$ cat config.mk
export PLATFORM = sky130hd
export DESIGN_NAME = tts_front
export DESIGN_NICKNAME = d
export VERILOG_FILES = /design/src/tts_pkg.sv /design/src/tts_front.sv
export SDC_FILE = /design/constraint.sdc
export NUM_CORES = 1
export LEC_CHECK = 0
export ABC_AREA = 1
export BUFFER_PORTS_ARGS = -buffer_cell sky130_fd_sc_hd__buf_4
export CORE_MARGIN = 2
export CORE_UTILIZATION = 30
export CTS_BUF_LIST = sky130_fd_sc_hd__clkbuf_4 sky130_fd_sc_hd__clkbuf_8
export CTS_CLUSTER_SIZE = 12
export DETAILED_ROUTE_END_ITERATION = 16
export PLACE_DENSITY = 0.58
export SETUP_SLACK_MARGIN = 0.5
export SYNTH_ARGS = -nofsm -noshare
export SYNTH_HDL_FRONTEND = slang
export SYNTH_SLANG_ARGS = --single-unit
$ cat constraint.sdc
create_clock -name clk_i -period 19.7 [get_ports clk_i]
set_clock_uncertainty 0.2 [all_clocks]
set_input_delay 0 -clock clk_i [delete_from_list [all_inputs] [get_ports clk_i]]
set_output_delay 0 -clock clk_i [all_outputs]
set_load 0.03 [all_outputs]
$ cat src/tts_pkg.sv
`timescale 1ns / 1ps
// tts_pkg: shared types, constants and helpers of the task timer scheduler
// used by every module under src, depends on nothing
package tts_pkg;

  localparam int SLOTS  = 16;
  localparam int SLOT_W = (SLOTS > 1) ? $clog2(SLOTS) : 1;

  localparam int TIME_W   = 63;
  localparam int TICK_W   = 48;
  localparam int MS_W     = 32;
  localparam int TPM_W    = 16;
  localparam int TASK_W   = 16;
  localparam int MODE_W   = 2;
  localparam int FSLOT_W  = 4;
  localparam int IN_W     = 152;
  localparam int OUT_W    = 88;

  localparam logic [TIME_W-1:0] TMAX = {TIME_W{1'b1}};

  localparam logic [MODE_W-1:0] MODE_MULTI = 2'd1;
  localparam logic [MODE_W-1:0] MODE_FIXED = 2'd2;

  typedef enum logic [1:0] {
    OP_SCHED    = 2'd0,
    OP_CANCEL   = 2'd1,
    OP_PROCESS  = 2'd2,
    OP_COMPLETE = 2'd3
  } op_e;

  typedef enum logic [2:0] {
    KIND_OK   = 3'd0,
    KIND_MISS = 3'd1,
    KIND_DUE  = 3'd2,
    KIND_WAKE = 3'd3,
    KIND_NONE = 3'd4
  } kind_e;

  typedef struct packed {
    logic [1:0]         opcode;
    logic [TASK_W-1:0]  task_id;
    logic [MODE_W-1:0]  mode;
    logic [MS_W-1:0]    rate_ms;
    logic [TIME_W-1:0]  now;
    logic [FSLOT_W-1:0] slot;
    logic [MS_W-1:0]    delay_ms;
  } item_t;

  // classified request as it travels from front to back
  typedef struct packed {
    op_e                op;
    logic [TASK_W-1:0]  task_id;
    logic [MODE_W-1:0]  mode;
    logic [MS_W-1:0]    rate_ms;
    logic [TIME_W-1:0]  now;
    logic [FSLOT_W-1:0] slot;
    logic               task_zero;
    logic               delay_nz;
    logic               slot_bad;
    logic [TICK_W-1:0]  ticks;
  } cmd_t;

  typedef struct packed {
    kind_e              kind;
    logic [FSLOT_W-1:0] slot;
    logic [TASK_W-1:0]  task_id;
    logic [TIME_W-1:0]  wake;
  } res_t;

  typedef struct packed {
    logic [TASK_W-1:0] task_id;
    logic [MODE_W-1:0] mode;
    logic [MS_W-1:0]   rate;
    logic [TIME_W-1:0] next_due;
    logic [TIME_W-1:0] start;
  } entry_t;

  function automatic logic [TIME_W-1:0] sat_add(input logic [TIME_W-1:0] a,
                                                input logic [TICK_W-1:0] b);
    logic [TIME_W:0] s;
    s = {1'b0, a} + {{(TIME_W + 1 - TICK_W){1'b0}}, b};
    return s[TIME_W] ? TMAX : s[TIME_W-1:0];
  endfunction

endpackage

$ cat src/tts_front.sv
`timescale 1ns / 1ps
// tts_front: takes input items, decodes them and scales ms values to ticks
// depends on tts_pkg
module tts_front import tts_pkg::*; (
  input  logic              clk_i,
  input  logic              rst_ni,
  input  logic [TPM_W-1:0]  tpm_i,
  input  logic              in_valid_i,
  output logic              in_ready_o,
  input  item_t             in_item_i,
  output logic              cmd_valid_o,
  input  logic              cmd_ready_i,
  output cmd_t              cmd_o
);

  logic  s1_vld_q, s1_vld_d;
  item_t s1_q;
  logic [MS_W-1:0] ms;

  assign in_ready_o  = !s1_vld_q || cmd_ready_i;
  assign cmd_valid_o = s1_vld_q;

  // complete uses the returned delay, everything else the rate
  assign ms = (op_e'(s1_q.opcode) == OP_COMPLETE) ? s1_q.delay_ms : s1_q.rate_ms;

  always_comb begin
    cmd_o.op        = op_e'(s1_q.opcode);
    cmd_o.task_id   = s1_q.task_id;
    cmd_o.mode      = s1_q.mode;
    cmd_o.rate_ms   = s1_q.rate_ms;
    cmd_o.now       = s1_q.now;
    cmd_o.slot      = s1_q.slot;
    cmd_o.task_zero = (s1_q.task_id == '0);
    cmd_o.delay_nz  = (s1_q.delay_ms != '0);
    cmd_o.slot_bad  = (32'(s1_q.slot) >= 32'(SLOTS));
    cmd_o.ticks     = TICK_W'(ms * tpm_i);
  end

  always_comb begin
    s1_vld_d = s1_vld_q;
    if (in_valid_i && in_ready_o) begin
      s1_vld_d = 1'b1;
    end else if (cmd_ready_i) begin
      s1_vld_d = 1'b0;
    end
  end

  always_ff @(posedge clk_i or negedge rst_ni) begin
    if (!rst_ni) begin
      s1_vld_q <= 1'b0;
    end else begin
      s1_vld_q <= s1_vld_d;
    end
  end

  always_ff @(posedge clk_i) begin
    if (in_valid_i && in_ready_o) begin
      s1_q <= in_item_i;
    end
  end

endmodule

## After elaboration in Yosys (flattened, before gate mapping)

Index checks and enable logic that the tools add are counted.

| cells by class | value |
|---|---|
| $mul | 1 |
| equality and inequality tests | 1 |
| muxes and demuxes | 3 |
| reductions and logical operators | 6 |

Operators by type and width:

| kind | number |
|---|---|
| 32-bit by 16-bit multiplier with 48-bit output | 1 |
| 32-bit two-way mux | 1 |
| 32-bit nonzero test | 1 |
| 16-bit zero test | 1 |
| 2-bit equality test, second input constant | 1 |
| 1-bit two-way mux | 2 |
| 2-bit nonzero test | 1 |
| 1-bit logical AND | 1 |
| 1-bit zero test | 1 |
| 1-bit logical OR | 1 |

| word-level totals | value |
|---|---|
| bits in registers | 152 |
| logic and storage cells | 19 |

## Logic depth before layout (Yosys ltp)

Gate-level depths: netlist of the first run.

| logic depth | value |
|---|---|
| depth after elaboration | 4 |
| gate-level depth with buffers | 31 |
| mapped depth without buffers | 30 |

## Least setup slack after synthesis of the first run

Ideal clock, no wire load.

| timing | value |
|---|---|
| path type | flip-flop to flip-flop |
| start point | reg s1_vld_q (netlist: cmd_valid_o) |
| end point | reg s1_q (netlist bit cmd_o[100]) (enable) |
| setup time | 0.711 ns |
| data arrival time | 7.833 ns |
| data required time | 18.789 ns |
| slack | 10.956 ns |
| stages on the path, launching flop included | 2 |
| path buffers | 0 |
| period minus slack after synthesis | 8.744 ns |
| cell sequence | dfrtp_1 > a21oi_1 |

| between the ends | value |
|---|---|
| word-level cells in the longest chain between the ends | 3 |

RTL lines:

| element | RTL line | source |
|---|---|---|
| start: declaration | tts_front.sv:16 | `logic s1_vld_q, s1_vld_d;` |
| start signal: assignment | tts_front.sv:52 | `s1_vld_q <= s1_vld_d;` |
| 1-bit zero test | tts_front.sv:20 | `assign in_ready_o = !s1_vld_q \|\| cmd_ready_i;` |
| 1-bit logical OR | tts_front.sv:20 |  |
| 1-bit logical AND | tts_front.sv:57 | `if (in_valid_i && in_ready_o) begin` |
| end signal: assignment | tts_front.sv:58 | `s1_q <= in_item_i;` |
| end: declaration | tts_front.sv:17 | `item_t s1_q;` |

Every way passes these cells.
A chain may end at the register's enable or synchronous reset.

==> key figures, run 1 <==
Critical path
  • Kind of start point of the critical path: flip-flop
  • Flop2flop setup slack: ~17000 ps
  • Worst reg2reg endpoint: cmd_o[123]$_DFFE_PP_
  • Worst Path Arrival: a little under 8000 ps
  • Req. time, crit path: between 15000 and 20000 ps
  • R2R cell count: 3
  • Worst-path fanout max: 33
  • Crit. End Element: output port
  • CP startpoint: cmd_o[168]$_DFFE_PP_
  • WS Path Type: reg -> out
  • CP endpoint: cmd_o[22]
  • R2r startpoint: cmd_valid_o$_DFFE_PN0P_

Routing
  • Detailed-route via count: 18127
  • Via/cell ratio: approximately 4.5
  • Wire length on met3: around 4.1 mm
  • M1 WL: roughly 29 mm
  • Highest Signal Layer: met5
  • DRT iter0 DRCs: 1378
  • Final wirelength: 72.2 mm
  • WL met2: 36.6 mm
  • Drt first pass iters: 5
  • Drt drc: 0
  • Routed Antenna Nets: 0
  • Post-DR wirelength/cell: around 18 µm

STA
  • Post-route setup slack: roughly 12000 ps
  • Slew headroom: 0.139
  • Worst Tran Pin Value: 1280 ps
  • Period utilization: 0.414
  • Final min period: 8160 ps
  • Final Hold Vio Count: 0
  • Setup Viol. Count Final: 0
  • Final Max Slew Viols: 0
  • Fmax: approximately 120 MHz
  • RSZ-0062 raised after global routing: no
  • Setup_tns: 0 ps

Clock network
  • CTS root buf: clkbuf_8
  • CTS tree: yes
  • TritonCTS buffer count: 17
  • Clk Latency, worst-skew pair: around 470 ps
  • # clock sinks: approximately 150
  • Cells resized by post-CTS repair: 0
  • H-tree depth: 4
  • Reg clk slew, reported paths: 100 ps
  • Clk buf depth: 2

Floorplan
  • IO Pins: between 300 and 400
  • CORE AREA: approximately 76000 µm²
  • Std cell rows: 101
  • Chip height: around 280 µm
  • Die W: ~280 µm
  • Die area: between 70000 and 80000 µm²
  • Initial Utilization: 0.304

Placed design
  • Setup WS pre-CTS: around 12000 ps
  • Number of buffers inserted by port buffering: ~340
  • GPL Wtd Cong: ~0.9
  • Hpwl dp: around 60 mm

GRT
  • Largest net degree at the start of global routing: 76
  • Total track usage: 0.189
  • Initial antenna violation count: 5
  • Total gr overflow: 0
  • First-pass GRT wire length: around 110 mm
  • Number of global-route vias before repair: 19847

Synth
  • Syn avg cell area: approximately 8.6 µm²
  • Register area share after synthesis: 0.197
  • Synth warn: 0
  • Syn Std Cell Area: between 20000 and 25000 µm²
  • Synth Register Bits: approximately 150
  • Synth cell types: 40
  • Mapped Cells: ~2700
  • Syn Nets: roughly 3400

Final layout
  • Final core utilization: 0.366
  • Share of cells above drive strength 1: 0.165
  • Final net count: approximately 3700
  • FILL cells: slightly below 8000
  • Area grow syn2layout: 20.4%

Outcome
  • Status: completed

Worst hold path
  • Worst min-delay path class: in -> reg

Flow run
  • Max-cap violations: 0
per-layer routing:
layer	track usage	up-vias
met3	0.0325	142
met5	0	-
met4	0.0674	6
met2	0.333	547
met1	0.231	9047
li1	-	8385
cell usage after synthesis:
library cell	n	area share
nor2_4	3	0.0015
edfxtp_1	151	0.20
nor4_1	13	0.0035
o21ai_0	1	0.00022
nand3_1	34	0.0074
and2_4	1	0.00038
buf_6	3	0.0015
and2_1	1	0.00027
inv_1	627	0.10
buf_4	125	0.041
or2_2	26	0.0070
xor2_1	22	0.0083
nand2_1	648	0.11
dfrtp_1	1	0.0011
clkinv_1	6	0.00097
nand2_2	12	0.0032
a21oi_2	1	0.00038
a21o_1	1	0.00032
nand3b_1	1	0.00032
inv_2	28	0.0045
or2_1	8	0.0022
fa_1	418	0.36
nand3_2	8	0.0035
a31oi_1	4	0.0011
conb_1	1	0.00016
buf_2	12	0.0026
a21oi_1	28	0.0061
nor2_1	272	0.044
o21bai_1	5	0.0016
nor3_1	3	0.00065
o21ai_1	2	0.00043
ha_1	120	0.065
clkbuf_1	38	0.0062
buf_1	4	0.00065
nor2_2	13	0.0035
o21ai_2	28	0.011
xnor2_1	6	0.0023
o21ai_4	2	0.0014
nand2_4	1	0.00049
nand4_1	6	0.0016
worst max-delay path, stage by stage (launching register included):
cell and delay, ps:
edfxtp_1 440, nand2_4 480, inv_2 380, or2_2 380
o21ai_1 670, inv_1 390, nand2_1 180, fa_1 420
inv_1 90, fa_1 440, fa_1 520, fa_1 430
fa_1 490, inv_1 50, fa_1 470, inv_1 40
ha_1 350, nand2_1 120, nor2_2 190, and2_4 210
nand3b_1 100, nand3_2 150, xor2_1 250, buf_4 210
cell families (layout without fill, tap and decap cells):
kind of cell,after synthesis,count (layout),synth area share
flops,152,152,0.197
fa+ha+maj,538,538,0.427
compound gates,72,72,0.0221
simple gates,1050,1050,0.185
xor+xnor,28,28,0.0106
other cells,1,3,0.000162
buf+inv,843,1200,0.159
state kept, by name, indices dropped and copies added (netlist names):
signal and count:
cmd_o 119, s1_q 32, cmd_valid_o 1
metrics by stage:
step	cell area, µm²	hold slack (ps)	cells
after global routing	27900	1.49	4073
after floorplan	23100	-496	2684
after detailed placement	25800	-423	3879
final	27900	31.7	4073
after global placement	25800	-422	3879
after CTS	27900	0.0703	4071
cell type report:
| cell class | instances | area [µm²] | area share |
|---|---|---|---|
| clock buffers | 17 | 234 | 0.00840 |
| well taps | 1030 | 1290 | 0.0463 |
| diodes | 2 | 5.00 | 0.000180 |
| multi-input cells | 1689 | 14900 | 0.535 |
| inverters | 661 | 2480 | 0.0891 |
| flip-flops and latches | 152 | 4560 | 0.164 |
| clock inverters | 15 | 169 | 0.00606 |
| repair buffers | 507 | 4210 | 0.151 |
cells in the final DEF (no fill, tap or decap), types with 6 or more instances in the layout:
master,netlist,layout
clkinv_1,6,6
nand4_1,6,6
inv_1,627,627
nand2_2,12,12
inv_8,0,6
clkbuf_8,0,17
or2_1,8,8
o21ai_2,28,28
inv_2,28,28
nand3_1,34,34
nor2_1,272,272
nor4_1,13,13
xnor2_1,6,6
ha_1,120,120
nand3_2,8,8
buf_4,125,347
nand2_1,648,648
xor2_1,22,22
or2_2,26,26
fa_1,418,418
edfxtp_1,151,151
nor2_2,13,13
dlygate4sd3_1,0,160
a21oi_1,28,27
timing repair:
| action | CTS | global route |
|---|---|---|
| buffers inserted | 0 | 0 |
| hold endpoints to repair | 166 | 0 |
| setup endpoints to repair | 0 | 0 |
| hold buffers | 160 | 0 |
worst min-delay path by stage:
stage,startpoint,endpoint,slack [ps],cells past startpoint
2_1_floorplan,rst_ni,cmd_valid_o$_DFFE_PN0P_,-500,0
3_5_place_dp,rst_ni,cmd_valid_o$_DFFE_PN0P_,-420,1
4_1_cts,in_item_i[45],cmd_o[64]$_DFFE_PP_,0.07,2
5_1_grt,in_item_i[138],cmd_o[157]$_DFFE_PP_,1,2
3_3_place_gp,rst_ni,cmd_valid_o$_DFFE_PN0P_,-420,1
6_report,in_item_i[86],cmd_o[105]$_DFFE_PP_,30,2
Power of run 1 is not shown: default switching activity piles up to over one toggle a cycle in this logic, so the estimate is an artifact.
==> inputs of run 2 (changes only) <==
Settings changed: ABC_AREA 1 to 0, PLACE_DENSITY 0.58 to 0.6.
Clock period 19.7 ns to 6.95 ns, I/O delays scaled along.
==> run 2 against run 1 <==
Compared with the run above: the run now ends with DRC, setup timing left; register-to-register slack got worse by 13000 ps; global-route usage increased by 0.45 points; final cell count decreased by 7.3%; critical path depth increased by 5; first-iteration DRC count decreased by 14%; critical path type unchanged; highest routed layer unchanged.
==> key figures, run 2 <==
Outcome
  • Status: finished, violations left
  • Failing checks: DRC, setup timing

Routing
  • Drt drc: 7 (+7)
  • Detailed-route via count: 17411 (-3.9%)
  • Final wirelength: 71.7 mm (-0.64%)
  • DRT iter0 DRCs: 1181 (-14%)
  • Via/cell ratio: 4.61 (+3.6%)
  • Post-DR wirelength/cell: 19.0 µm (+7.2%)
  • Drt first pass iters: 11 (+6)
  • Routed Antenna Nets: 0 (unchanged)

STA
  • Slew headroom: 0.260 (+0.121)
  • Final min period: 7460 ps
  • Worst Tran Pin Value: 1110 ps (-172 ps)
  • Final Hold Vio Count: 0 (unchanged)
  • Setup_tns: -8380 ps (-8380 ps)
  • Fin Hold WS: 27.6 ps (-4.02 ps)
  • Fmax: 134 MHz
  • Final Max Slew Viols: 0 (unchanged)
  • Post-route setup slack: -510 ps (-12050 ps)
  • Setup Viol. Count Final: 25 (+25)
  • RSZ-0062 raised after global routing: yes
  • Period utilization: 1.07

Clock network
  • Clk Latency, worst-skew pair: 470 ps (about the same)
  • TritonCTS buffer count: 17 (unchanged)
  • # clock sinks: 152 (unchanged)
  • Reg clk slew, reported paths: 120 ps (+20 ps)
  • CTS root buf: clkbuf_8
  • CTS tree: yes
  • Clk buf depth: 2 (unchanged)
  • H-tree depth: 4 (unchanged)

Worst hold path
  • Worst min-delay path class: in -> reg

Critical path
  • Worst-path fanout max: 7 (-79%)
  • WS Path Type: reg -> out
  • Worst Path Arrival: 7260 ps (-700 ps)
  • Worst path max stage delay: 580 ps (-90 ps)
  • Kind of start point of the critical path: flip-flop
  • Slowest stage cell, crit path: fa_2
  • Crit. End Element: output port
  • Req. time, crit path: 6750 ps (-12750 ps)

Synth
  • Synth cell types: 69 (+73%)
  • Most frequent cell after synthesis: inv_1
  • Synth warn: 0 (unchanged)
  • Area leader, netlist: fa_1
  • Syn avg cell area: 10.0 µm² (+16%)
  • Post-synth top cells: 449 x inv_1, 418 x fa_1, 335 x nand2_1
  • EDFF count, synth: 151 (unchanged)
  • Synth area leaders: fa_1 38%, edfxtp_1 20%, inv_1 7.6%, ha_1 6.8%, and2_1 6.1%
  • Syn Nets: 2926 (-14%)
  • Register area share after synthesis: 0.206 (+0.00854)
  • Async S/R FF share, synth: 0.00658 (unchanged)
  • Mapped Cells: 2217 (-17%)
  • Ys flop type: edfxtp_1
  • Syn Std Cell Area: 22200 µm² (-4.2%)
  • Synth Register Bits: 152 (unchanged)
  • Top-area cell type share of the netlist area: 0.377 (+0.0157)

GRT
  • First-pass GRT wire length: 110 mm (-2.5%)
  • Total gr overflow: 0 (unchanged)
  • Initial antenna violation count: 2 (-3)
  • Total track usage: 0.193 (+0.00453)
  • Largest net degree at the start of global routing: 84 (+11%)
  • Number of global-route vias before repair: 19123 (-3.6%)

Floorplan
  • Chip height: 276 µm (-2.1%)
  • Die area: 76100 µm² (-4.1%)
  • Initial Utilization: 0.303 (about the same)
  • CORE AREA: 73100 µm² (-4.1%)
  • Die W: 276 µm (-2.1%)
  • Std cell rows: 99 (-2.0%)
  • IO Pins: 343 (unchanged)

Final layout
  • Commonest non-fill, non-tap cell in the layout: buf_4
  • Max FFs per register: 119 (unchanged)
  • Area grow syn2layout: 38.3%
  • Share of cells above drive strength 1: 0.326 (+0.161)
  • Final core utilization: 0.420 (+0.0541)
  • Most frequent cells in the layout: 524 x buf_4, 421 x inv_1, 392 x fa_1
  • Final net count: 3512 (-6.0%)

Placed design
  • Number of buffers inserted by port buffering: 341 (unchanged)
  • Hpwl dp: 57.6 mm (-4.2%)
  • GPL Wtd Cong: 0.876 (-2.6%)

Flow run
  • Max-cap violations: 0 (unchanged)
run 2: area by class of cell:
type | count | area (µm²)
fill | 7097 | 42400
multi-input combinational | 1412 | 16200
timing repair buffer | 771 | 6620
sequential | 152 | 4560
inverter | 449 | 1690
tap | 959 | 1200
clock buffer | 17 | 234
clock inverter | 15 | 171
antenna | 1 | 2.50
run 2: routing by layer:
| layer | vias to the layer above | GRT usage | share of wire |
|---|---|---|---|
| met5 | - | 0.00815 | 0.0014 |
| met4 | 4 | 0.0532 | 0.027 |
| met3 | 109 | 0.0316 | 0.059 |
| met2 | 515 | 0.354 | 0.53 |
| met1 | 8991 | 0.233 | 0.38 |
| li1 | 7792 | - | - |
run 2: logic make-up (layout without fill, tap and decap cells):
| kind of cell | after synthesis | after routing | share of synthesized area |
|---|---|---|---|
| muxes | 32 | 37 | 0.0163 |
| xor gates and xnor gates | 41 | 41 | 0.0162 |
| AOI/OAI and AO/OA | 139 | 139 | 0.0405 |
| and+or+nand+nor | 656 | 656 | 0.144 |
| DFF | 152 | 152 | 0.206 |
| adders and majority gates | 538 | 538 | 0.445 |
| buffers and inverters | 658 | 1252 | 0.132 |
| other | 1 | 2 | 0.000169 |
run 2: final timing paths:
kind | end | depth (start not counted) | start | slack (ps)
max | cmd_o[42] | 28 | cmd_o[169]$_DFFE_PP_ | -510
min | cmd_o[77]$_DFFE_PP_ | 2 | in_item_i[58] | 30
max reg2reg | cmd_o[159]$_DFFE_PP_ | 3 | cmd_valid_o$_DFFE_PN0P_ | 3920
min reg2reg | cmd_valid_o$_DFFE_PN0P_ | 3 | cmd_valid_o$_DFFE_PN0P_ | 990
max in group asynchronous | cmd_valid_o$_DFFE_PN0P_ | 3 | rst_ni | 6300
min in group asynchronous | cmd_valid_o$_DFFE_PN0P_ | 3 | rst_ni | 150
run 2: timing repair:
item                       in CTS  in global routing
setup buffers                  37                 27
hold buffers                  159                  0
hold endpoints to repair      153                  0
pin swaps                      99                 80
cloned                          4                  1
resized for setup             246                 86
setup endpoints to repair      36                 38
run 2: critical path, delay by kind of cell, from the launching register on:
| kind | cells | cell delay (ps) |
|---|---|---|
| AOI/OAI and AO/OA | 3 | 550 |
| xor gates and xnor gates | 1 | 150 |
| adders and majority gates | 7 | 3170 |
| buffers and inverters | 10 | 1110 |
| DFF | 1 | 440 |
| muxes | 1 | 390 |
| and+or+nand+nor | 6 | 990 |
run 2: through the flow:
step,instances,area (µm²),setup slack (ps)
finish,3776,30700,-510
global route,3776,30700,-810
CTS,3747,30100,-553
detailed placement,3515,26700,-218
global placement,3515,26700,-174
floorplan,2217,22700,438
Power of run 2 is left out for the same reason.
