<file path="src/tts_pkg.sv">
`timescale 1ns / 1ps
// tts_pkg: shared types, constants and helpers of the task timer scheduler
// used by every module under src, depends on nothing
package tts_pkg;

  localparam int SLOTS  = 16;
  localparam int SLOT_W = (SLOTS > 1) ? $clog2(SLOTS) : 1;

  localparam int TIME_W   = 63;
  localparam int TICK_W   = 48;
  localparam int MS_W     = 32;
  localparam int TPM_W    = 16;
  localparam int TASK_W   = 16;
  localparam int MODE_W   = 2;
  localparam int FSLOT_W  = 4;
  localparam int IN_W     = 152;
  localparam int OUT_W    = 88;

  localparam logic [TIME_W-1:0] TMAX = {TIME_W{1'b1}};

  localparam logic [MODE_W-1:0] MODE_MULTI = 2'd1;
  localparam logic [MODE_W-1:0] MODE_FIXED = 2'd2;

  typedef enum logic [1:0] {
    OP_SCHED    = 2'd0,
    OP_CANCEL   = 2'd1,
    OP_PROCESS  = 2'd2,
    OP_COMPLETE = 2'd3
  } op_e;

  typedef enum logic [2:0] {
    KIND_OK   = 3'd0,
    KIND_MISS = 3'd1,
    KIND_DUE  = 3'd2,
    KIND_WAKE = 3'd3,
    KIND_NONE = 3'd4
  } kind_e;

  typedef struct packed {
    logic [1:0]         opcode;
    logic [TASK_W-1:0]  task_id;
    logic [MODE_W-1:0]  mode;
    logic [MS_W-1:0]    rate_ms;
    logic [TIME_W-1:0]  now;
    logic [FSLOT_W-1:0] slot;
    logic [MS_W-1:0]    delay_ms;
  } item_t;

  // classified request as it travels from front to back
  typedef struct packed {
    op_e                op;
    logic [TASK_W-1:0]  task_id;
    logic [MODE_W-1:0]  mode;
    logic [MS_W-1:0]    rate_ms;
    logic [TIME_W-1:0]  now;
    logic [FSLOT_W-1:0] slot;
    logic               task_zero;
    logic               delay_nz;
    logic               slot_bad;
    logic [TICK_W-1:0]  ticks;
  } cmd_t;

  typedef struct packed {
    kind_e              kind;
    logic [FSLOT_W-1:0] slot;
    logic [TASK_W-1:0]  task_id;
    logic [TIME_W-1:0]  wake;
  } res_t;

  typedef struct packed {
    logic [TASK_W-1:0] task_id;
    logic [MODE_W-1:0] mode;
    logic [MS_W-1:0]   rate;
    logic [TIME_W-1:0] next_due;
    logic [TIME_W-1:0] start;
  } entry_t;

  function automatic logic [TIME_W-1:0] sat_add(input logic [TIME_W-1:0] a,
                                                input logic [TICK_W-1:0] b);
    logic [TIME_W:0] s;
    s = {1'b0, a} + {{(TIME_W + 1 - TICK_W){1'b0}}, b};
    return s[TIME_W] ? TMAX : s[TIME_W-1:0];
  endfunction

endpackage

</file>
<file path="src/tts_cmd_fifo.sv">
`timescale 1ns / 1ps
// tts_cmd_fifo: two-entry queue of classified requests between front and back
// depends on tts_pkg
module tts_cmd_fifo import tts_pkg::*; (
  input  logic clk_i,
  input  logic rst_ni,
  input  logic push_valid_i,
  output logic push_ready_o,
  input  cmd_t push_data_i,
  output logic pop_valid_o,
  input  logic pop_ready_i,
  output cmd_t pop_data_o
);

  cmd_t       mem_q [2];
  logic       wr_q, wr_d;
  logic       rd_q, rd_d;
  logic [1:0] cnt_q, cnt_d;
  logic       do_push, do_pop;

  assign push_ready_o = (cnt_q != 2'd2);
  assign pop_valid_o  = (cnt_q != 2'd0);
  assign pop_data_o   = mem_q[rd_q];
  assign do_push      = push_valid_i && push_ready_o;
  assign do_pop       = pop_valid_o && pop_ready_i;

  always_comb begin
    wr_d  = do_push ? ~wr_q : wr_q;
    rd_d  = do_pop ? ~rd_q : rd_q;
    cnt_d = cnt_q + {1'b0, do_push} - {1'b0, do_pop};
  end

  always_ff @(posedge clk_i or negedge rst_ni) begin
    if (!rst_ni) begin
      wr_q  <= 1'b0;
      rd_q  <= 1'b0;
      cnt_q <= 2'd0;
    end else begin
      wr_q  <= wr_d;
      rd_q  <= rd_d;
      cnt_q <= cnt_d;
    end
  end

  always_ff @(posedge clk_i) begin
    if (do_push) begin
      mem_q[wr_q] <= push_data_i;
    end
  end

endmodule

</file>
<file path="config.mk">
export PLATFORM = sky130hd
export DESIGN_NAME = tts_cmd_fifo
export DESIGN_NICKNAME = d
export VERILOG_FILES = /design/src/tts_pkg.sv /design/src/tts_cmd_fifo.sv
export SDC_FILE = /design/constraint.sdc
export NUM_CORES = 1
export LEC_CHECK = 0
export BUFFER_PORTS_ARGS = -buffer_cell sky130_fd_sc_hd__clkbuf_2
export CORE_ASPECT_RATIO = 1.75
export CORE_UTILIZATION = 56
export CTS_CLUSTER_DIAMETER = 40
export CTS_CLUSTER_SIZE = 20
export DETAILED_ROUTE_END_ITERATION = 12
export GPL_ROUTABILITY_DRIVEN = 0
export PLACE_DENSITY = 0.85
export REMOVE_ABC_BUFFERS = 1
export SETUP_SLACK_MARGIN = 0.1
export SYNTH_ARGS = -nofsm -noshare
export SYNTH_HDL_FRONTEND = slang
export SYNTH_SLANG_ARGS = --single-unit
</file>
<file path="constraint.sdc">
create_clock -name clk_i -period 16.4 [get_ports clk_i]
set_clock_uncertainty 0.1 [all_clocks]
set_input_delay 1.64 -clock clk_i [delete_from_list [all_inputs] [get_ports clk_i]]
set_output_delay 1.64 -clock clk_i [all_outputs]
set_load 0.03 [all_outputs]
</file>
# Yosys cells after proc, flatten, opt, wreduce, memory -nomap -nowiden
# Memories as Yosys holds them, arrays and structs flattened.
# Index checks and enable logic that the tools add are counted.
# totals
reg_bits	4
mem_bits_rw	340
input_bits	174
wordCells	14
n_memories	1
# mem_list
memory	words	width	read_ports	rd_ports_with_merged_regs	write_ports	line_no	source
mem_q	2	170	1	0	1	tts_cmd_fifo.sv:15	cmd_t mem_q [2];
# op_classes
addsub	2
eq_ne	1
n_mux	2
bitwise	2
n_reduce_logical	3
# ops
operator	n
adder 2 x 1 -> 2 bit	1
logical AND 1 bit	2
2-to-1 mux 1 bit	2
!= test 2 bit, second input constant	1
inverter 1 bit	2
nonzero test 2 bit	1
subtractor 2 x 1 -> 2 bit	1

# Logic depth before layout (Yosys ltp)
# Gate-level depths: netlist (run 1).
# depth
depth_word	4
ltp_mapped	7
depth_no_buf	7

# Worst setup path after synthesis (run 1)
# No wires, ideal clock.
# synth_timing
kind	input to register
startpoint	input port push_valid_i
endpoint	memory mem_q[0][0] in the netlist's numbering (enable)
setup_ps	703
arrival_time_ps	8798
required_time_ps	15597
path_slack_ps	6799
stages	2
path_cell_list	nand2_1 nor2_1
# synth_between
elab_chain_len	3
# synth_rtl
element	line_no	source
start, declared	tts_cmd_fifo.sv:7	input logic push_valid_i,
logical AND 1 bit	tts_cmd_fifo.sv:24	assign do_push = push_valid_i && push_ready_o;
2-to-1 mux 1 bit	tts_cmd_fifo.sv:46	if (do_push) begin
2-to-1 mux 1 bit (not written as such)	tts_cmd_fifo.sv:47	mem_q[wr_q] <= push_data_i;
end, declared	tts_cmd_fifo.sv:15	
# No other way between the ends.

==> flow_metrics.tcl, run 1 <==
set metrics [dict create \
    finalSetupViolations 0 \
    avgSynthCellArea_um2 23.48 \
    crit_family "buffers and inverters" \
    cts_tree "yes" \
    coreArea_mm2 0.02225 \
    worst_slew_pin_slew_ns 1.151 \
    worst-path-buf-inv 3 \
    endpoint_kind "output pin" \
    fin_crit_sh 0.3149 \
    start_kind "register" \
    power_density_mw_per_mm2 196.3 \
    drive_gt1_frac 0.6170 \
    clockRootBuffer "clkbuf_16" \
    fmax_mhz 193.6 \
    critical_path.endpoint "pop_data_o[165]" \
    period_needed_ns 5.165 \
    hp-class "register to register" \
    grt_pass1_wl_um 35770 \
    drc 0 \
    drv_slew 0 \
    r2r_start "cnt_q[1]" \
    num_rows 72 \
    r2r_end "mem_q[1][26]" \
    place_area_mm2 0.01482 \
    synth_area_mm2 0.01282 \
    die_area_mm2 0.02353 \
    path_class "register to output pin" \
    relSlewSlack 0.2329 \
    cap_viol_max_count 0 \
    fillers 1387 \
    critical_path.max_stage_delay_ns 0.82 \
    critical-path-slowest-cell "dfrtp_4" \
    critPathMaxFanout 53 \
    worstSkewPairLatency_ns 0.53 \
    setup_ws_ns 11.23 \
    fin_setup_tns_ns 0 \
    nets 1083 \
    die_y_um 202.2 \
    hold_ws_ns 0.4321 \
    rrSetupSlack_ns 13.27 \
    grt_pass1_vias 6764 \
    ios 346 \
    cts_hold_buf 0 \
    run_status "finished clean" \
    clock_path_buffers 3 \
    synth_cells 546 \
    area_delta_synth_final_pct 23.01 \
    hold_viol 0 \
    antenna_found_initial 6 \
    cts.htree.levels 1 \
    yosys_warnings 0 \
    leakage_nw 6.219 \
    pre_cts_ws_ns 11.77 \
    ant_nets 0 \
    finalWirelength_um 24620 \
    cts_setup_buffers 0 \
    clkSinkCount 344 \
    place_hpwl_um 16880 \
    crit_path_start "rd_q" \
    ys_seq_elements 344 \
    cp.depth 4 \
    routed_via_density 5.165 \
    start_util 0.5762 \
    crit_chain "buf_4 -> buf_4 -> mux2_2 -> clkbuf_2" \
    initialDrtViolationCount 368 \
    wl_per_cell_um 20.04 \
    cpMostUsedCell "buf_4" \
    fp.dieW_um 116.4 \
    grt_max_degree 171 \
    track_usage 0.2088 \
    clk_pin_slew_worst_paths_ns 0.07 \
    post-route-cell-area_mm2 0.01577 \
    ir_drop_mv 0.1415 \
    drt_first_pass_iters 4 \
    rsz0062_at_grt "no" \
    dr_total_vias 6348 \
    arrival_ns 3.43 \
    port_buffers 345 \
    critPathRequiredTime_ns 14.66 \
    r2r_cells 3 \
    grt_overflow_total 0 \
    cts.repair.resized 0 \
    cts_made_buffers 28 \
    synth.distinct_cells 16 \
    yosysSeqAreaShare 0.8041 \
]
==> registers in the layout (all words and copies together) (netlist names) <==
| register | cells |
|---|---|
| rd_q | 1 |
| mem_q | 340 |
| cnt_q | 2 |
| wr_q | 1 |
==> layout by cell type (no fill, tap or decap), drive strengths merged <==
cell type and count:
clkbuf 378, edfxtp 340, mux2 170, inv 10, diode 6, clkinv 6, buf 5, dfrtp 4
xnor2 3, ha 2, clkinvlp 2, or2 1, and2 1, nand2b 1, nand2 1, and3 1
nor2 1, xor2 1
==> stage by stage <==
step,instances,total power [mW],util
after floorplan,527,2.263,-
after global placement,1173,2.441,0.6661
after detailed placement,1173,2.462,0.6661
after CTS,1223,3.129,0.7082
after global routing,1229,3.218,0.7088
final,1229,3.097,0.7088
==> where the power goes <==
part	total, mW	switching, mW	leakage [nW]	internal [mW]
clock network	0.662	0.315	0.456	0.348
logic	1.16	0.747	2.56	0.413
registers	1.27	0.0686	3.20	1.21
total	3.10	1.13	6.22	1.97
==> cell families (layout without fill, tap and decap cells) <==
logic type,Yosys count,in the layout,synth area share
other,0,6,0
muxes,170,170,0.1756
adders and majority gates,2,2,0.001951
xor gates and xnor gates,4,4,0.002733
buffers and inverters,20,401,0.01308
DFF,344,344,0.8041
and+or+nand+nor,6,6,0.002538
==> routing by layer <==
layer  vias to the layer above  wire length, um  track usage
met5                         -                0            0
li1                       2919                -            -
met4                         0             1533       0.1346
met3                        78             1639      0.04408
met1                      3096             8075       0.2139
met2                       255            13380       0.3740
==> worst min path at each step <==
stage,startpoint,end,slack [ns],cells after the start
after floorplan,wr_q,wr_q,0.36,1
after global placement,cnt_q[0],cnt_q[0],0.39,1
after detailed placement,cnt_q[0],cnt_q[0],0.42,1
after CTS,cnt_q[0],cnt_q[0],0.44,1
after global routing,cnt_q[0],cnt_q[0],0.46,1
final,cnt_q[0],cnt_q[0],0.43,1
==> layout make-up <==
type                            instances  area [um^2]  share of cell area
Sequential cell                       344        10310              0.6539
Multi-Input combinational cell        182         2357              0.1495
Timing Repair Buffer                  350         1777              0.1126
Clock buffer                           33        760.7             0.04823
Tap cell                              296        370.4             0.02348
Clock inverter                         17        175.2             0.01111
Antenna cell                            6        15.01           0.0009519
Inverter                                1        3.754           0.0002380
==> worst reg2reg max path, cell delays in order, from the launching register on <==
cell      delay [ns]
dfrtp_1         0.41
nand2b_1        0.14
and3_4          0.96
buf_4           1.06
==> cell usage after synthesis <==
master    count  share of area
edfxtp_1    340           0.80
mux2_4       90           0.11
mux2_2       80          0.070
buf_6        11         0.0097
buf_2         8         0.0031
dfrtp_1       4         0.0078
xnor2_1       3         0.0020
ha_1          2         0.0020
and2_1        1        0.00049
and3_1        1        0.00049
inv_1         1        0.00029
nand2_1       1        0.00029
nand2b_1      1        0.00049
nor2_1        1        0.00029
or2_2         1        0.00049
xor2_1        1        0.00068
(Power assumes the default switching activity.)
==> inputs of run 2 (changes only) <==
--- a/config.mk
+++ b/config.mk
@@ -7,12 +7,12 @@
 export LEC_CHECK = 0
 export BUFFER_PORTS_ARGS = -buffer_cell sky130_fd_sc_hd__clkbuf_2
 export CORE_ASPECT_RATIO = 1.75
-export CORE_UTILIZATION = 56
+export CORE_UTILIZATION = 52
 export CTS_CLUSTER_DIAMETER = 40
 export CTS_CLUSTER_SIZE = 20
 export DETAILED_ROUTE_END_ITERATION = 12
 export GPL_ROUTABILITY_DRIVEN = 0
-export PLACE_DENSITY = 0.85
+export PLACE_DENSITY = 0.8
 export REMOVE_ABC_BUFFERS = 1
 export SETUP_SLACK_MARGIN = 0.1
 export SYNTH_ARGS = -nofsm -noshare
==> constraint.sdc (replaced) <==
create_clock -name clk_i -period 5.1 [get_ports clk_i]
set_clock_uncertainty 0.1 [all_clocks]
set_input_delay 0.51 -clock clk_i [delete_from_list [all_inputs] [get_ports clk_i]]
set_output_delay 0.51 -clock clk_i [all_outputs]
set_load 0.03 [all_outputs]
==> run 2 against run 1 <==
  * Clock power increased to 3.2 times the previous value
  * Via count increased by 0.20%
  * Die area increased by 7.6%
  * Critical path depth decreased by 1
  * Combinational power increased to 3.3 times the previous value
  * Non-clock buffer count increased by 4
  * Cell area increased by 0.12%
  * Register-to-register slack got worse by 10 ns
  * Sequential cell count unchanged
  * Wire length increased by 2.2%
  * Hold slack got worse by 0.39 ns
  * Critical path type unchanged
  * Largest power group unchanged
  * Highest routed layer is now met5
==> flow_metrics.tcl, run 2 (synthesized netlist as in run 1, its figures left out) <==
set metrics [dict create \
    power_frac_comb 0.380 \
    relSlewSlack 0.4126 \
    total_power_mw 9.917 \
    grt_overflow_total 0 \
    clk_pin_slew_worst_paths_ns 0.07 \
    final_cell_mix "345 x clkbuf_2, 340 x edfxtp_1, 90 x mux2_4" \
    critPathMaxFanout 33 \
    clkPwrFrac 0.210 \
    path_class "register to output pin" \
    fp.dieW_um 120.7 \
    initialDrtViolationCount 452 \
    routed_via_density 5.130 \
    cts_setup_buffers 0 \
    drt_first_pass_iters 4 \
    grt_pass1_wl_um 36130 \
    final_util 0.6548 \
    fin_setup_tns_ns 0 \
    critical-path-slowest-cell "dfrtp_4" \
    cts.repair.resized 0 \
    dr_total_vias 6361 \
    critPathRequiredTime_ns 4.49 \
    setup_ws_ns 2.033 \
    seq_power_share 0.410 \
    worstSkewPairLatency_ns 0.55 \
    antenna_found_initial 2 \
    wl_per_cell_um 20.29 \
    crit_family "buffers and inverters" \
    dp_cells 1188 \
    power_density_mw_per_mm2 628.0 \
    fmax_mhz 326.0 \
    hp-class "input port to register" \
    clock_path_buffers 3 \
    worst_slew_pin_slew_ns 0.8810 \
    hold_viol 0 \
    grt_max_degree 95 \
    arrival_ns 2.46 \
    grt_pass1_vias 6666 \
    critical_path.max_stage_delay_ns 0.72 \
    pre_cts_ws_ns 2.603 \
    ir_drop_mv 0.4245 \
    drc 0 \
    run_status "finished clean" \
    clockRootBuffer "clkbuf_16" \
    finalWirelength_um 25160 \
    nets 1087 \
    start_kind "register" \
    internal_power_mw 6.270 \
    drive_gt1_frac 0.6161 \
    cap_viol_max_count 0 \
    fin_crit_sh 0.6015 \
    coreArea_mm2 0.02412 \
    finalSetupViolations 0 \
    worst-path-buf-inv 2 \
    cts_tree "yes" \
    die_area_mm2 0.02532 \
    swShare 0.3677 \
    track_usage 0.1929 \
    area_delta_synth_final_pct 23.16 \
    rsz0062_at_grt "no" \
    endpoint_kind "output pin" \
    ant_nets 0 \
    largest_register "mem_q" \
    power_switching_mw 3.646 \
    port_buffers 345 \
    leakage_nw 6.212 \
    num_rows 75 \
    ios 346 \
    place_hpwl_um 17500 \
    die_y_um 209.7 \
    largest_reg_flops 340 \
    crit_chain "buf_4 -> mux2_2 -> clkbuf_2" \
    cts_made_buffers 28 \
    clkSinkCount 344 \
    layout_commonest_cell "clkbuf_2" \
    cts.htree.levels 1 \
    top_regs "mem_q x340, cnt_q x2" \
    start_util 0.5317 \
    final_cells 1240 \
    period_needed_ns 3.067 \
    drv_slew 0 \
]
run 2: final timing paths:
path                                  endpoint  slack [ns]  cells past startpoint             from
worst min register to register        cnt_q[0]        0.45                      1         cnt_q[0]
worst max-delay path            pop_data_o[50]        2.03                      3             rd_q
worst max register to register   mem_q[1][123]        2.90                      3         cnt_q[1]
min in group asynchronous                 rd_q        0.21                      2           rst_ni
max in group asynchronous                 rd_q        4.55                      2           rst_ni
worst min-delay path              mem_q[0][63]        0.04                      1  push_data_i[63]
run 2: what timing repair did:
item | 4_1_cts | 5_1_grt
endpoints found under the setup margin | 0 | 0
hold endpoints to repair | 4 | 0
hold buffers | 1 | 0
run 2: power by group through the flow:
stage,sequential [mW],clock (mW),combinational [mW]
global route,4.12,2.23,3.95
floorplan,4.41,0,2.87
detailed placement,4.14,0,3.80
finish,4.06,2.09,3.77
global placement,4.09,0,3.77
CTS,4.07,2.15,3.82
run 2: stage by stage:
step	area (um^2)	hold slack, ns
2_1_floorplan	12660	0.1144
3_3_place_gp	14870	0.2248
3_5_place_dp	14870	0.2290
4_1_cts	15790	0.006093
5_1_grt	15790	0.008877
6_report	15790	0.04102
run 2: worst reg2reg max path, cell delays in order, from the launching register on:
cell	delay (ns)
dfrtp_1	0.42
nand2b_1	0.13
and3_4	0.59
buf_4	0.59
run 2: metal layers:
| layer | global-route usage | wire length (um) | vias up |
|---|---|---|---|
| li1 | - | - | 2916 |
| met1 | 0.1891 | 8238 | 3146 |
| met2 | 0.3744 | 14460 | 239 |
| met3 | 0.03913 | 1415 | 58 |
| met4 | 0.09323 | 1034 | 2 |
| met5 | 0 | 13 | - |
run 2: cell type report:
class                   count  area, um^2
repair buffers            354        1822
fillers                  1681        8325
multi-input cells         182        2357
flip-flops and latches    344       10310
well taps                 308       385.4
clock buffers              30       708.2
diodes                      2       5.005
clock inverters            19       196.4
inverters                   1       3.754
==> inputs of run 3 (changes only) <==
--- a/config.mk
+++ b/config.mk
@@ -5,14 +5,15 @@
 export SDC_FILE = /design/constraint.sdc
 export NUM_CORES = 1
 export LEC_CHECK = 0
+export ABC_AREA = 1
 export BUFFER_PORTS_ARGS = -buffer_cell sky130_fd_sc_hd__clkbuf_2
 export CORE_ASPECT_RATIO = 1.75
-export CORE_UTILIZATION = 52
+export CORE_UTILIZATION = 47
 export CTS_CLUSTER_DIAMETER = 40
 export CTS_CLUSTER_SIZE = 20
 export DETAILED_ROUTE_END_ITERATION = 12
 export GPL_ROUTABILITY_DRIVEN = 0
-export PLACE_DENSITY = 0.8
+export PLACE_DENSITY = 0.77
 export REMOVE_ABC_BUFFERS = 1
 export SETUP_SLACK_MARGIN = 0.1
 export SYNTH_ARGS = -nofsm -noshare
==> constraint.sdc (replaced) <==
create_clock -name clk_i -period 2.6 [get_ports clk_i]
set_clock_uncertainty 0.1 [all_clocks]
set_input_delay 0.26 -clock clk_i [delete_from_list [all_inputs] [get_ports clk_i]]
set_output_delay 0.26 -clock clk_i [all_outputs]
set_load 0.03 [all_outputs]
==> run 3 against run 2 <==
  * Area after synthesis decreased by 1.7%
  * Critical path depth increased by 2
  * Global-route usage increased by 3.6 points
  * Power increased by 110%
  * Via count increased by 41%
  * Final cell count increased by 46%
  * Worst setup slack got worse by 1.8 ns
  * Synthesized cell count increased by 68%
  * Sequential share of layout area decreased by 6.8 points
  * Largest cell class unchanged
  * Largest power group is now combinational cells
==> flow_metrics.tcl, run 3 <==
set metrics [dict create \
    drive_gt1_frac 0.2854 \
    synth_cells 919 \
    synth_edf_count 340 \
    area_delta_synth_final_pct 39.90 \
    r2r_start "cnt_q[0]" \
    synth.distinct_cells 12 \
    final_util 0.6656 \
    cap_viol_max_count 0 \
    dr_total_vias 8997 \
    ys_seq_elements 344 \
    grt_pass1_vias 9259 \
    largest_reg_flops 340 \
    cts.htree.levels 1 \
    rrSetupSlack_ns 0.78 \
    clk_pin_slew_worst_paths_ns 0.08 \
    fp.dieW_um 125.8 \
    critPathRequiredTime_ns 2.24 \
    coreArea_mm2 0.02649 \
    avgSynthCellArea_um2 13.71 \
    initialDrtViolationCount 537 \
    clock_path_buffers 3 \
    arrival_ns 2.02 \
    ant_nets 0 \
    pre_cts_ws_ns 0.6461 \
    highest_layer "met4" \
    hp-class "input port to register" \
    cts_tree "yes" \
    start_kind "register" \
    clockRootBuffer "clkbuf_16" \
    ir_drop_mv 0.7926 \
    yosysSeqAreaShare 0.8180 \
    synth_area_mm2 0.01260 \
    worstSkewPairLatency_ns 0.55 \
    async_reset_ff_frac 0.01163 \
    start_util 0.4758 \
    leakage_nw 7.641 \
    wl_per_cell_um 18.16 \
    finalSetupViolations 0 \
    clkSinkCount 344 \
    wl_met1_um 11250 \
    fin_crit_sh 0.9155 \
    netlist_top_cells_area "edfxtp_1 81%, nand2_1 16%, buf_6 0.89%, buf_2 0.79%, dfrtp_1 0.79%" \
    hold_viol 0 \
    drc 0 \
    nets 1630 \
    num_rows 79 \
    worstHoldStart "push_data_i[89]" \
    path_class "register to output pin" \
    netlist.area_leader.share 0.8101 \
    synth_top_cell_by_area "edfxtp_1" \
    endpoint_kind "output pin" \
    rsz0062_at_grt "no" \
    synth_common_cells "523 x nand2_1, 340 x edfxtp_1, 20 x buf_2" \
    worst_slew_pin_slew_ns 0.5145 \
    r2r_end "mem_q[0][117]" \
    critPathMaxFanout 31 \
    worstHoldPathCells 2 \
    synth_flop_cell "edfxtp_1" \
    top_regs "mem_q x340, cnt_q x2" \
    die_y_um 218.6 \
    fmax_mhz 420.1 \
    track_usage 0.2287 \
    layout_commonest_cell "nand2_1" \
    grt_pass1_wl_um 47770 \
    grt_max_degree 91 \
    drt_first_pass_iters 4 \
    place_hpwl_um 18380 \
    drv_slew 0 \
    finalWirelength_um 32830 \
    cts_made_buffers 29 \
    grt_overflow_total 0 \
    relSlewSlack 0.6570 \
    antenna_found_initial 8 \
    power_density_mw_per_mm2 1196 \
    route.met2.wl_um 17730 \
    route.met3.wl_um 1879 \
    run_status "finished clean" \
    routed_via_density 4.976 \
    ios 346 \
    whs_endpoint "mem_q[1][89]" \
    largest_register "mem_q" \
    setup_ws_ns 0.2196 \
    synth_most_common_cell "nand2_1" \
    final_cell_mix "523 x nand2_1, 345 x clkbuf_2, 340 x edfxtp_1" \
    period_needed_ns 2.380 \
    yosys_warnings 0 \
    die_area_mm2 0.02750 \
    port_buffers 345 \
    r2r_cells 5 \
]
-- run 3: changes by cell type after synthesis, sizes merged, moves of 4 or more --
cell,change
clkbuf,+4
mux2,-170
inv,+8
nand2,+522
buf,+14
-- run 3: worst max-delay path, stage by stage, from the launching register on --
cell and delay, ns:
dfrtp_4 0.58, buf_16 0.26, buf_4 0.24, nand2_1 0.08
nand2_1 0.09, clkbuf_2 0.22
-- run 3: layer usage --
layer,global-route usage,vias to the layer above
li1,-,4189
met1,0.2396,4286
met2,0.4185,400
met3,0.03917,122
met4,0.1522,0
met5,0,-
-- run 3: final cells by class --
cell class | instances | area, um^2
sequential | 344 | 10310
fill | 1765 | 8859
timing repair buffer | 541 | 3829
multi-input combinational | 529 | 2014
clock buffer | 30 | 729.5
tap | 324 | 405.4
clock inverter | 22 | 274.0
inverter | 9 | 43.79
antenna | 9 | 22.52
-- run 3: worst max-delay path by stage --
stage	start	end	slack, ns	depth (start not counted)
detailed placement	rd_q	pop_data_o[111]	0.65	5
CTS	rd_q	pop_data_o[107]	0.06	5
floorplan	cnt_q[1]	mem_q[1][0]	-6.05	3
global placement	rd_q	pop_data_o[1]	0.69	5
finish	rd_q	pop_data_o[111]	0.22	5
global route	rd_q	pop_data_o[111]	0.11	5
-- run 3: power by group --
group / switching (mW) / internal [mW] / total [mW]
combinational: 6.43 / 2.26 / 8.69
sequential: 0.346 / 7.55 / 7.89
clock: 2.14 / 2.37 / 4.51
total: 8.92 / 12.2 / 21.1
-- run 3: logic make-up after synthesis --
group | after synthesis | synth area share
adder cells (fa/ha/maj) | 2 | 0.001985
flip-flops | 344 | 0.8180
AND/OR/NAND/NOR | 527 | 0.1573
buffers and inverters | 46 | 0.02273
-- run 3: what timing repair did --
action                                 in CTS  in global routing
endpoints found under the hold margin     346                  0
buffers inserted                            0                  1
resized for setup                           2                  2
setup endpoints to repair                  47                160
gates cloned                                1                  2
hold buffers                              174                  0
-- run 3: through the flow --
| stage | TNS, ns | cells | hold slack [ns] | power [mW] | area [um^2] |
|---|---|---|---|---|---|
| global route | 0 | 1807 | 0.3100 | 22.03 | 17630 |
| CTS | 0 | 1796 | 0.2931 | 20.90 | 17540 |
| detailed placement | 0 | 1569 | -0.007730 | 16.04 | 14750 |
| floorplan | -1786.86 | 882 | -0.1356 | 13.12 | 12350 |
| finish | 0 | 1808 | 0.3266 | 21.09 | 17630 |
| global placement | 0 | 1569 | -0.01692 | 15.89 | 14750 |
